## config.mk

```make
export PLATFORM = sky130hd
export DESIGN_NAME = substring_match_locator_top
export DESIGN_NICKNAME = d
export VERILOG_FILES = /design/src/hw/rtl/sml_pkg.sv /design/src/hw/rtl/substring_match_locator_top.sv /design/src/hw/rtl/sml_cell.sv
export SDC_FILE = /design/constraint.sdc
export NUM_CORES = 1
export LEC_CHECK = 0
export ABC_AREA = 1
export CAP_MARGIN = 20
export CORE_MARGIN = 10
export CORE_UTILIZATION = 56
export DETAILED_ROUTE_END_ITERATION = 10
export DONT_BUFFER_PORTS = 1
export GPL_ROUTABILITY_DRIVEN = 1
export MAX_ROUTING_LAYER = met4
export PLACE_DENSITY_LB_ADDON = 0.12
export SLEW_MARGIN = 20
export SYNTH_ARGS = -nofsm -noshare
export SYNTH_HDL_FRONTEND = slang
export SYNTH_SLANG_ARGS = --single-unit
```

## constraint.sdc

```tcl
create_clock -name clk -period 4.6 [get_ports clk]
set_clock_uncertainty 0.2 [all_clocks]
set_input_delay 0.46 -clock clk [delete_from_list [all_inputs] [get_ports clk]]
set_output_delay 0.46 -clock clk [all_outputs]
set_load 0.02 [all_outputs]
```

## src/hw/rtl/sml_pkg.sv

```systemverilog
// Shared types and constants for the substring match locator.
package sml_pkg;

  localparam int CHAR_W      = 8;
  localparam int PATTERN_W   = 64;
  localparam int LENGTH_W    = 4;
  localparam int COUNT_W     = 16;
  localparam int START_W     = 16;
  localparam int IN_TDATA_W  = 8;
  localparam int OUT_TDATA_W = 40;
  localparam int CFG_DATA_W  = 64;

  localparam logic [COUNT_W-1:0] COUNT_TOP = '1;

  // configuration register indexes
  typedef enum logic [0:0] {
    CFG_PATTERN_BYTES  = 1'b0,
    CFG_PATTERN_LENGTH = 1'b1
  } cfg_index_t;

  // shift control handed to every cell of the window chain
  typedef struct packed {
    logic adv;  // a request is taken this cycle
    logic clr;  // it closes the text, window empties
  } sml_shift_t;

endpackage

```

## src/hw/rtl/substring_match_locator_top.sv

```systemverilog
// Top level of the substring match locator: window cell chain and match tracking.
//
// Usage:
//   Text enters on the in_ stream, one character per request, in_tlast on the
//   final character of a text. Every request yields exactly one result on the
//   out_ stream: a match flag, the match start position and the running match
//   count, with out_tlast echoing the text end and out_tuser flagging that the
//   text ran past the position range.
//   The pattern (up to MAX_PATTERN bytes, first character in the low byte) and
//   its length are written on the cfg_ port while no text is in flight.
//   Each result is registered, offered the cycle after its request is taken.
//   Throughput: one character per clock while the receiver keeps up; the
//   cell chain compare and the position/overlap check are combinational.
//   Matches are leftmost and non-overlapping: a hit counts only if it starts
//   at or after the end of the previous counted hit.
//   Reset (rst_n low, synchronous) clears the window, counters and output
//   valid flag and loads pattern 0 with length 1. Text state also clears after
//   each in_tlast character.
//   When the receiver stalls, the result waits in the output register and
//   in_tready drops until it is taken; a new request is taken in the same
//   cycle as the waiting result leaves.
module substring_match_locator_top #(
  parameter int MAX_PATTERN   = 8,
  parameter int POSITION_BITS = 16
) (
  input  logic                              clk,
  input  logic                              rst_n,
  // input stream
  input  logic                              in_tvalid,
  output logic                              in_tready,
  input  logic [sml_pkg::IN_TDATA_W-1:0]    in_tdata,   // [7:0] text_char
  input  logic                              in_tlast,   // text_last
  // result stream
  output logic                              out_tvalid,
  input  logic                              out_tready,
  // [0] match_found, [16:1] match_start, [32:17] match_total, [39:33] zero
  output logic [sml_pkg::OUT_TDATA_W-1:0]   out_tdata,
  output logic                              out_tlast,  // text_done
  output logic                              out_tuser,  // position_overflow
  // configuration write channel
  input  logic                              cfg_valid,
  output logic                              cfg_ready,
  input  sml_pkg::cfg_index_t               cfg_index,
  input  logic [sml_pkg::CFG_DATA_W-1:0]    cfg_data
);
  import sml_pkg::*;

  localparam int SW = POSITION_BITS + 1;
  localparam logic [POSITION_BITS-1:0] POS_TOP = '1;
  localparam logic [LENGTH_W-1:0] MAX_LEN = LENGTH_W'(MAX_PATTERN);

  // ---------------- configuration ----------------
  logic [PATTERN_W-1:0] pattern_bytes_r, pattern_bytes_nxt;
  logic [LENGTH_W-1:0]  pattern_length_r, pattern_length_nxt;

  assign cfg_ready = 1'b1;

  always_comb begin
    pattern_bytes_nxt  = pattern_bytes_r;
    pattern_length_nxt = pattern_length_r;
    if (cfg_valid) begin
      unique case (cfg_index)
        CFG_PATTERN_BYTES:  pattern_bytes_nxt  = cfg_data[PATTERN_W-1:0];
        CFG_PATTERN_LENGTH: pattern_length_nxt = cfg_data[LENGTH_W-1:0];
        default:            pattern_bytes_nxt  = pattern_bytes_r;
      endcase
    end
  end

  // lengths above the cell count behave as a full-length pattern
  logic [LENGTH_W-1:0] len_c;
  assign len_c = (pattern_length_r > MAX_LEN) ? MAX_LEN : pattern_length_r;

  // ---------------- handshake ----------------
  logic       out_valid_r, out_valid_nxt;
  logic       accept;
  sml_shift_t shift;

  assign in_tready = !out_valid_r || out_tready;
  assign accept    = in_tvalid && in_tready;
  assign shift     = '{adv: accept, clr: in_tlast};

  // ---------------- window cell chain ----------------
  // Cell k compares the character k places back from the newest; the newest
  // character lines up with the last pattern byte.
  logic [MAX_PATTERN-1:0][CHAR_W-1:0] chain;
  logic [MAX_PATTERN-1:0][CHAR_W-1:0] want;
  logic [MAX_PATTERN-1:0]             active;
  logic [MAX_PATTERN-1:0]             cell_hit;

  assign chain[0] = in_tdata[CHAR_W-1:0];

  for (genvar g = 0; g < MAX_PATTERN; g++) begin : g_cell
    logic [LENGTH_W-1:0] idx;
    assign idx       = len_c - LENGTH_W'(g) - LENGTH_W'(1);
    assign active[g] = (LENGTH_W'(g) < len_c);
    assign want[g]   = pattern_bytes_r[CHAR_W*idx[2:0] +: CHAR_W];

    if (g < MAX_PATTERN - 1) begin : g_mid
      sml_cell u_cell (
        .clk      (clk),
        .rst_n    (rst_n),
        .shift    (shift),
        .char_in  (chain[g]),
        .want     (want[g]),
        .active   (active[g]),
        .char_out (chain[g+1]),
        .hit      (cell_hit[g])
      );
    end else begin : g_end
      sml_cell u_cell (
        .clk      (clk),
        .rst_n    (rst_n),
        .shift    (shift),
        .char_in  (chain[g]),
        .want     (want[g]),
        .active   (active[g]),
        .char_out (),
        .hit      (cell_hit[g])
      );
    end
  end

  // ---------------- position and overlap tracking ----------------
  logic [POSITION_BITS-1:0] pos_r, pos_nxt;
  logic [SW-1:0]            earliest_r, earliest_nxt;
  logic [COUNT_W-1:0]       count_r, count_nxt;
  logic                     ovf_r, ovf_nxt;

  logic [SW-1:0]    pos_inc;
  logic [SW-1:0]    len_ext;
  logic [SW-1:0]    start_s;
  logic             hit;
  logic [COUNT_W-1:0] count_upd;
  logic [SW+START_W-1:0] start_ext;

  assign pos_inc = {1'b0, pos_r} + SW'(1);
  assign len_ext = SW'(len_c);
  assign start_s = pos_inc - len_ext;
  // non-empty pattern; window inside text, clear of last match; all bytes equal
  assign hit = (len_c != '0) && (pos_inc >= len_ext) && (start_s >= earliest_r)
               && (&cell_hit);
  assign count_upd = (hit && (count_r != COUNT_TOP)) ? count_r + COUNT_W'(1) : count_r;
  assign start_ext = {{START_W{1'b0}}, (hit ? start_s : '0)};

  always_comb begin
    pos_nxt      = pos_r;
    earliest_nxt = earliest_r;
    count_nxt    = count_r;
    ovf_nxt      = ovf_r;
    if (accept) begin
      if (in_tlast) begin
        pos_nxt      = '0;
        earliest_nxt = '0;
        count_nxt    = '0;
        ovf_nxt      = 1'b0;
      end else begin
        earliest_nxt = hit ? pos_inc : earliest_r;
        count_nxt    = count_upd;
        // position saturates at the top; overflow marks later characters
        if (pos_r != POS_TOP) begin
          pos_nxt = pos_r + POSITION_BITS'(1);
        end else begin
          ovf_nxt = 1'b1;
        end
      end
    end
  end

  // ---------------- output register ----------------
  logic                    found_r, found_nxt;
  logic [START_W-1:0]      start_r, start_nxt;
  logic [COUNT_W-1:0]      total_r, total_nxt;
  logic                    done_r, done_nxt;
  logic                    oflag_r, oflag_nxt;

  always_comb begin
    out_valid_nxt = out_valid_r;
    found_nxt     = found_r;
    start_nxt     = start_r;
    total_nxt     = total_r;
    done_nxt      = done_r;
    oflag_nxt     = oflag_r;
    if (accept) begin
      out_valid_nxt = 1'b1;
      found_nxt     = hit;
      start_nxt     = start_ext[START_W-1:0];
      total_nxt     = count_upd;
      done_nxt      = in_tlast;
      oflag_nxt     = ovf_r;
    end else if (out_tready) begin
      out_valid_nxt = 1'b0;
    end
  end

  always_ff @(posedge clk) begin
    if (!rst_n) begin
      pattern_bytes_r  <= '0;
      pattern_length_r <= LENGTH_W'(1);
      pos_r            <= '0;
      earliest_r       <= '0;
      count_r          <= '0;
      ovf_r            <= 1'b0;
      out_valid_r      <= 1'b0;
    end else begin
      pattern_bytes_r  <= pattern_bytes_nxt;
      pattern_length_r <= pattern_length_nxt;
      pos_r            <= pos_nxt;
      earliest_r       <= earliest_nxt;
      count_r          <= count_nxt;
      ovf_r            <= ovf_nxt;
      out_valid_r      <= out_valid_nxt;
    end
  end

  always_ff @(posedge clk) begin
    found_r <= found_nxt;
    start_r <= start_nxt;
    total_r <= total_nxt;
    done_r  <= done_nxt;
    oflag_r <= oflag_nxt;
  end

  assign out_tvalid = out_valid_r;
  assign out_tdata  = {{(OUT_TDATA_W - 1 - START_W - COUNT_W){1'b0}},
                       total_r, start_r, found_r};
  assign out_tlast  = done_r;
  assign out_tuser  = oflag_r;

  // ---------------- assertions ----------------
  a_stall_blocks: assert property (@(posedge clk) disable iff (!rst_n)
    (out_valid_r && !out_tready) |-> !in_tready)
    else $error("request taken while a result is stalled");

  a_result_follows: assert property (@(posedge clk) disable iff (!rst_n)
    accept |=> out_valid_r)
    else $error("accepted request produced no result");

  a_text_clears: assert property (@(posedge clk) disable iff (!rst_n)
    (accept && in_tlast) |=> (pos_r == '0 && count_r == '0 && earliest_r == '0))
    else $error("text state not cleared after last character");

  a_found_counts: assert property (@(posedge clk) disable iff (!rst_n)
    (out_valid_r && found_r) |-> (total_r != '0))
    else $error("match reported with zero total");

  a_ovf_at_top: assert property (@(posedge clk) disable iff (!rst_n)
    ovf_r |-> (pos_r == POS_TOP))
    else $error("overflow flag set below the top position");

endmodule

```

## src/hw/rtl/sml_cell.sv

```systemverilog
// One byte cell of the sliding character window with its pattern compare.
module sml_cell (
  input  logic                     clk,
  input  logic                     rst_n,
  input  sml_pkg::sml_shift_t      shift,
  input  logic [sml_pkg::CHAR_W-1:0] char_in,
  input  logic [sml_pkg::CHAR_W-1:0] want,
  input  logic                     active,
  output logic [sml_pkg::CHAR_W-1:0] char_out,
  output logic                     hit
);
  import sml_pkg::*;

  logic [CHAR_W-1:0] char_r;
  logic [CHAR_W-1:0] char_nxt;

  // compare the byte entering this cell against its pattern byte
  assign hit = !active || (char_in == want);

  always_comb begin
    char_nxt = char_r;
    if (shift.adv) begin
      char_nxt = shift.clr ? '0 : char_in;
    end
  end

  always_ff @(posedge clk) begin
    if (!rst_n) begin
      char_r <= '0;
    end else begin
      char_r <= char_nxt;
    end
  end

  assign char_out = char_r;

endmodule

```

; ---- Word level (Yosys, flattened, before mapping)
; Index checks and enable logic that the tools add are counted.
[word_totals]
reg_bits = 210
latch_bits = 0
mem_bits_rw = 0
rom_bits = 0
input_bits = 79
out_inout_bits = 45
elab_cells = 119
mem_count = 0
[classes]
n_addsub = 18
multipliers = 0
n_div = 0
order_cmp = 11
eq_ne = 11
n_shift = 8
muxes = 18
bitwise = 1
reduce_logical = 33
[op_table]
columns = op, count
row1 = $shiftx 64x7->8, 8
row2 = $eq 8x8->1, 8
row3 = $mux 16, 4
row4 = $mux 8, 7
row5 = $mux 17, 2
row6 = $add 16x1->16 const B, 2
row7 = $ne 16x16->1 const B, 2
row8 = $sub 3x1->3 const B, 8
row9 = $add 16x1->17 const B, 1
row10 = $ge 17x17->1, 1
row11 = $ge 17x4->1, 1
row12 = $sub 17x4->17, 1
row13 = $lt 3x4->1 const A, 4
row14 = $sub 3x3->3 const B, 4
row15 = $reduce_and 2->1, 5
row16 = $logic_not 1->1, 9
row17 = $logic_or 1x1->1, 9
row18 = $lt 1x4->1 const A, 2
row19 = $lt 2x4->1 const A, 2
row20 = $reduce_and 8->1, 1
row21 = $reduce_bool 2->1, 3
row22 = $sub 3x2->3 const B, 2
row23 = $logic_and 1x1->1, 5
row24 = $gt 4x4->1 const B, 1
row25 = 5 further kinds, 8

; ---- Logic depth before layout (Yosys ltp)
[depth]
depth_word = 12
depth_mapped = 34
depth_no_buf = 32

; ---- Hierarchy
; A second synthesis with hierarchy kept.
[hier_totals]
hier_cells = 2039
area_unflattened_um2 = 13477.9
[by_module_without_submodules]
columns = module, instances, cells_each, area_per_inst_um2, seq_area_each_um2
row1 = substring_match_locator_top, 1, 1479, 9884.5, 3433.3
row2 = sml_cell, 8, 70, 449.2, 160.2

; ---- Worst setup path after synthesis
; No wires, ideal clock.
[synth_path]
path_kind = reg2reg
from = register pos_r[2]
to = register earliest_r[10]
setup_time_ns = 0.132
t_arrival_ns = 4.195
required_ns = 4.268
slack_ns = 0.072
path_stages_with_launch = 33
path_buffers = 2
period_less_slack_ns = 4.528
path_cell_list = dfxtp_1 and3_1 clkbuf_1 or2_2 nand2_1 inv_1 ha_1 a21oi_1 o31ai_1 inv_1 nand2_1 nor2_1 nand3_1 nor2_1 nand2_1 inv_1 nand3_1 xor2_1 ha_1 nand4_1 nor2_1 nand4_1 nand4_1 nand4_1 nor2_1 nand3_1 nor2_2 nand2_2 nor2_8 nor2_4 buf_2 nand2_1 a21oi_1
[synth_between]
elab_chain_cells = 7
word_cells_on_any_way = 11
cone_classes = add/sub (2) / order compare (2) / mux (2) / reduce/logical (5)
[synth_rtl]
columns = item, line_no
row1 = "start, declared", substring_match_locator_top.sv:125  ; logic [POSITION_BITS-1:0] pos_r, pos_nxt;
row2 = "start signal, assigned", substring_match_locator_top.sv:208  ; pos_r <= pos_nxt;
row3 = $add 16x1->17, substring_match_locator_top.sv:137  ; assign pos_inc = {1'b0, pos_r} + SW'(1);
row4 = $sub 17x4->17, substring_match_locator_top.sv:139  ; assign start_s = pos_inc - len_ext;
row5 = named net start_s[14], substring_match_locator_top.sv:132  ; logic [SW-1:0] start_s;
row6 = $ge 17x17->1, substring_match_locator_top.sv:141  ; assign hit = (len_c != '0) && (pos_inc >= len_ext) && (start_s >= earliest_r)
row7 = $logic_and 1x1->1, substring_match_locator_top.sv:141
row8 = $logic_and 1x1->1, substring_match_locator_top.sv:142  ; && (&cell_hit);
row9 = $reduce_bool 2->1 (no source line), n/a
row10 = $reduce_and 2->1 (no source line), n/a
row11 = "end signal, assigned", substring_match_locator_top.sv:209  ; earliest_r <= earliest_nxt;
row12 = "end, declared", substring_match_locator_top.sv:126  ; logic [SW-1:0] earliest_r, earliest_nxt;
; The timed path passes the listed nets, and every way through them passes these cells. The select of a mux whose other input is x is not followed.
; A chain may end at the register's enable or synchronous reset.

; ---- Worst setup path after layout
[layout_path]
from = register pos_r[0]
to = register start_r[2] (data pin)
[layout_between]
elab_chain_cells = 5
word_cells_on_any_way = 7
cone_classes = add/sub (2) / order compare (2) / reduce/logical (3)
[layout_rtl]
columns = item, line_no
row1 = $add 16x1->17, substring_match_locator_top.sv:137
row2 = $sub 17x4->17, substring_match_locator_top.sv:139
row3 = named net start_s[14], substring_match_locator_top.sv:132
row4 = $ge 17x17->1, substring_match_locator_top.sv:141
row5 = $logic_and 1x1->1, substring_match_locator_top.sv:141
row6 = $logic_and 1x1->1, substring_match_locator_top.sv:142
row7 = "end signal, assigned", substring_match_locator_top.sv:218  ; start_r <= start_nxt;
row8 = "end, declared", substring_match_locator_top.sv:172  ; logic [START_W-1:0] start_r, start_nxt;
; The timed path passes the listed nets, and every way through them passes these cells.

==> metrics.md <==
| Metric | Value |
|---|---|
| Outcome | `finished, violations left` |
| Failing checks | `setup timing` |
| Most common cell after layout, fill and taps aside | `nand2_1` |
| Synth async-reset ratio | `0%` |
| Die area | `0.0299 sq mm` |
| DRT iter0 DRCs | `1352` |
| Final std cells w/o fill | `2479` |
| Clock Sinks | `210` |
| Most frequent cells in the layout | `nand2_1 (723), nand3_1 (270), dfxtp_1 (172), inv_1 (171), nor2_1 (145)` |
| Overflow after GRT | `0` |
| Max Slew Vio Count | `0` |
| Final Hold Slack | `a little over 9 ps` |
| Max Buffers Root-to-Sink | `3` |
| EDFF count, synth | `35` |
| Distinct cells, synth | `41` |
| Mean Syn Cell Area | `roughly 6.2 sq um` |
| Largest net degree at the start of global routing | `between 80 and 90` |
| Fill cells | `2018` |
| Die width | `173 microns` |
| Fmax | `213 MHz` |
| NumNets Final | `roughly 2300` |
| Slowest cell on the critical path | `dfxtp_4` |
| DP Cell Count | `approximately 2400` |
| Power density over the cells | `between 300 and 400 mW/mm^2` |
| Clock power frac | `33.0%` |
| WP data required | `4750 ps` |
| Leak Pwr | `6.72 nW` |
| Post-synthesis simple-gate area fraction | `41.7%` |
| # Max-Cap Violations | `0` |
| Root Buffer | `clkbuf_16` |
| Relative slew slack | `about 29%` |
| Flip-flop and latch count after synthesis | `210` |
| CTS tree | `built` |
| Register area share after synthesis | `34.8%` |
| Most used cell, CP | `nand4_1` |
| Pre-Repair DR Iteration Count | `6` |
| Crit path kind | `reg -> reg` |
| Area Overhead vs Synth | `19.1%` |
| Post-synthesis mux area share | `0%` |
| CTS buffer count | `23` |
| Vias | `around 14000` |
| Vias/cell | `roughly 5.7` |
| Worst Setup End Kind | `flip-flop` |
| Adder-Cell Fraction of Synth Area | `2.54%` |
| DP Worst Slack | `-70.3 ps` |
| Internal Power | `0.00346 W` |
| Row cnt | `55` |
| Psw | `0.00186 W` |
| Primary FF master, synth | `dfxtp_1` |
| Final worst path period share | `102%` |
| Worst-Margin Slew | `about 1100 ps` |
| Routed wire length | `~46 mm` |
| Largest stage delay, worst path | `360 ps` |
| DRC Markers | `0` |
| WP buf/inv | `5` |
| Routed WL per cell | `approximately 19 microns` |
| Core ar. | `0.0228 sq mm` |
| Worst-Skew Late Latency | `540 ps` |
| Max rail drop VDD | `approximately 0.35 mV` |
| Yosys warns | `0` |
| Reg power frac | `37.8%` |
| Post-layout min period | `4680 ps` |
| Arrival time worst endpoint | `4840 ps` |
| Setup violations, final | `33` |
| Diode count | `0` |
| Hold crit path type | `in -> reg` |
| Switch share | `a little over a third` |
| Share of cells above drive strength 1 | `10.2%` |
| GPL Wtd Cong | `a little over 1` |
| Initial antenna violation count | `0` |
| Die height | `173 microns` |
| Vias in the first global route | `12868` |
| GRT Total Usage | `29.6%` |
| Startpoint types | `flip-flop` |
| CP top delay family | `simple AND/OR/NAND/NOR gates` |
| Setup ws final | `-84.5 ps` |
| Largest family of logic cells by synthesized area | `simple AND/OR/NAND/NOR gates` |
| Final Hold Viols | `0` |
| Clock-pin transition on the worst setup and hold timing paths | `60 ps` |
| RSZ-0062 raised after global routing | `true` |
| Fin util | `68.2%` |
| H-Tree Depth | `1` |
| Compound-cell area share of the yosys netlist | `10.0%` |
| # IOs | `124` |
| First-pass GRT wire length | `approximately 70 mm` |
| Gate power share | `29.2%` |
| Final ANT Viol Nets | `0` |
| Crit-path max FO | `5` |
| Initial core utilization | `57.3%` |
| Synth Instances | `2095` |
| Post-Syn Area | `around 0.013 sq mm` |
| Port bufs | `0` |
| Post-DP HPWL | `32.5 mm` |
| Synth Area in XOR/XNOR | `1.79%` |
## cells by family (layout without fill, tap and decap cells)
kind of cell / after synthesis / after routing
and+or+nand+nor: 1287 / 1287
adders and majority gates: 26 / 26
buffers and inverters: 290 / 355
AOI/OAI and AO/OA: 258 / 258
xor gates and xnor gates: 22 / 22
other: 2 / 8
DFF: 210 / 210
## Yosys cell counts (3+ instances only)
cell / number / area, sq um
buf_1: 5 / 18.8
inv_1: 177 / 664
buf_4: 14 / 105
edfxtp_1: 35 / 1050
nand2_1: 743 / 2790
xor2_1: 17 / 149
nand3b_1: 23 / 173
a21o_1: 3 / 22.5
nand2_2: 4 / 25.0
a21oi_1: 156 / 781
nand3_1: 288 / 1440
clkbuf_1: 61 / 229
nor2_1: 167 / 627
and2_1: 6 / 37.5
nand4_1: 32 / 200
buf_2: 26 / 130
dfxtp_1: 175 / 3500
nor3_1: 13 / 65.1
ha_1: 25 / 313
inv_2: 5 / 18.8
o21ai_0: 93 / 465
## power by group through the flow
stage	Combinational [W]	Sequential [W]	Clock (W)
final	0.00156	0.00201	0.00176
after global routing	0.00171	0.00202	0.00185
after CTS	0.00142	0.00201	0.00177
after detailed placement	0.00135	0.00205	0
after global placement	0.00134	0.00205	0
after floorplan	0.000980	0.00202	0
## registers in the layout (all words and copies together), names as in the netlist
register and flops:
pattern_bytes_r 64, g_cell.g_mid.u_cell.char_out 56, earliest_r 17, count_r 16
pos_r 16, start_r 16, total_r 16, pattern_length_r 4
found_r 1, out_tlast 1, out_tuser 1, out_tvalid 1
ovf_r 1
## layer usage
layer / global-route usage, % / wire [microns] / vias to the layer above
met3: 4.14 / 3050 / 172
li1: - / - / 6871
met2: 48.7 / 21700 / 606
met4: 18.4 / 3560 / 0
met1: 33.6 / 17700 / 6422
met5: - / 0 / -
## path summary, 6_finish.rpt
check,start,to,slack [ps],depth (start not counted)
worst min register to register,ovf_r,out_tuser,240,0
worst max register to register,pos_r[0],start_r[2],-80,29
worst max-delay path,pos_r[0],start_r[2],-80,29
worst min-delay path,cfg_data[36],pattern_bytes_r[36],9,2
## timing repair
item / in CTS / in global routing
gates cloned: 2 / 3
hold endpoints to repair: 110 / 0
setup buffers: 4 / 8
pin swaps: 15 / 48
setup endpoints to repair: 37 / 66
hold buffers: 67 / 0
gates resized for setup: 13 / 129
## metrics by stage
step | cell area, sq um | TNS, ps | total power (W)
CTS | 14900 | 0 | 0.00520
global route | 15600 | -16370 | 0.00558
floorplan | 13100 | 0 | 0.00301
finish | 15600 | -1160 | 0.00532
global placement | 13400 | 0 | 0.00338
detailed placement | 13400 | -701 | 0.00340
## area by class of cell
cell class / count / area, sq um / share of cell area (%)
Timing Repair Buffer: 133 / 1310 / 8.42
Inverter: 182 / 694 / 4.46
Sequential cell: 210 / 4560 / 29.3
Clock buffer: 35 / 672 / 4.31
Multi-Input combinational cell: 1601 / 7920 / 50.8
Tap cell: 313 / 392 / 2.51
Clock inverter: 5 / 28.8 / 0.185
(Power assumes the default switching activity.)
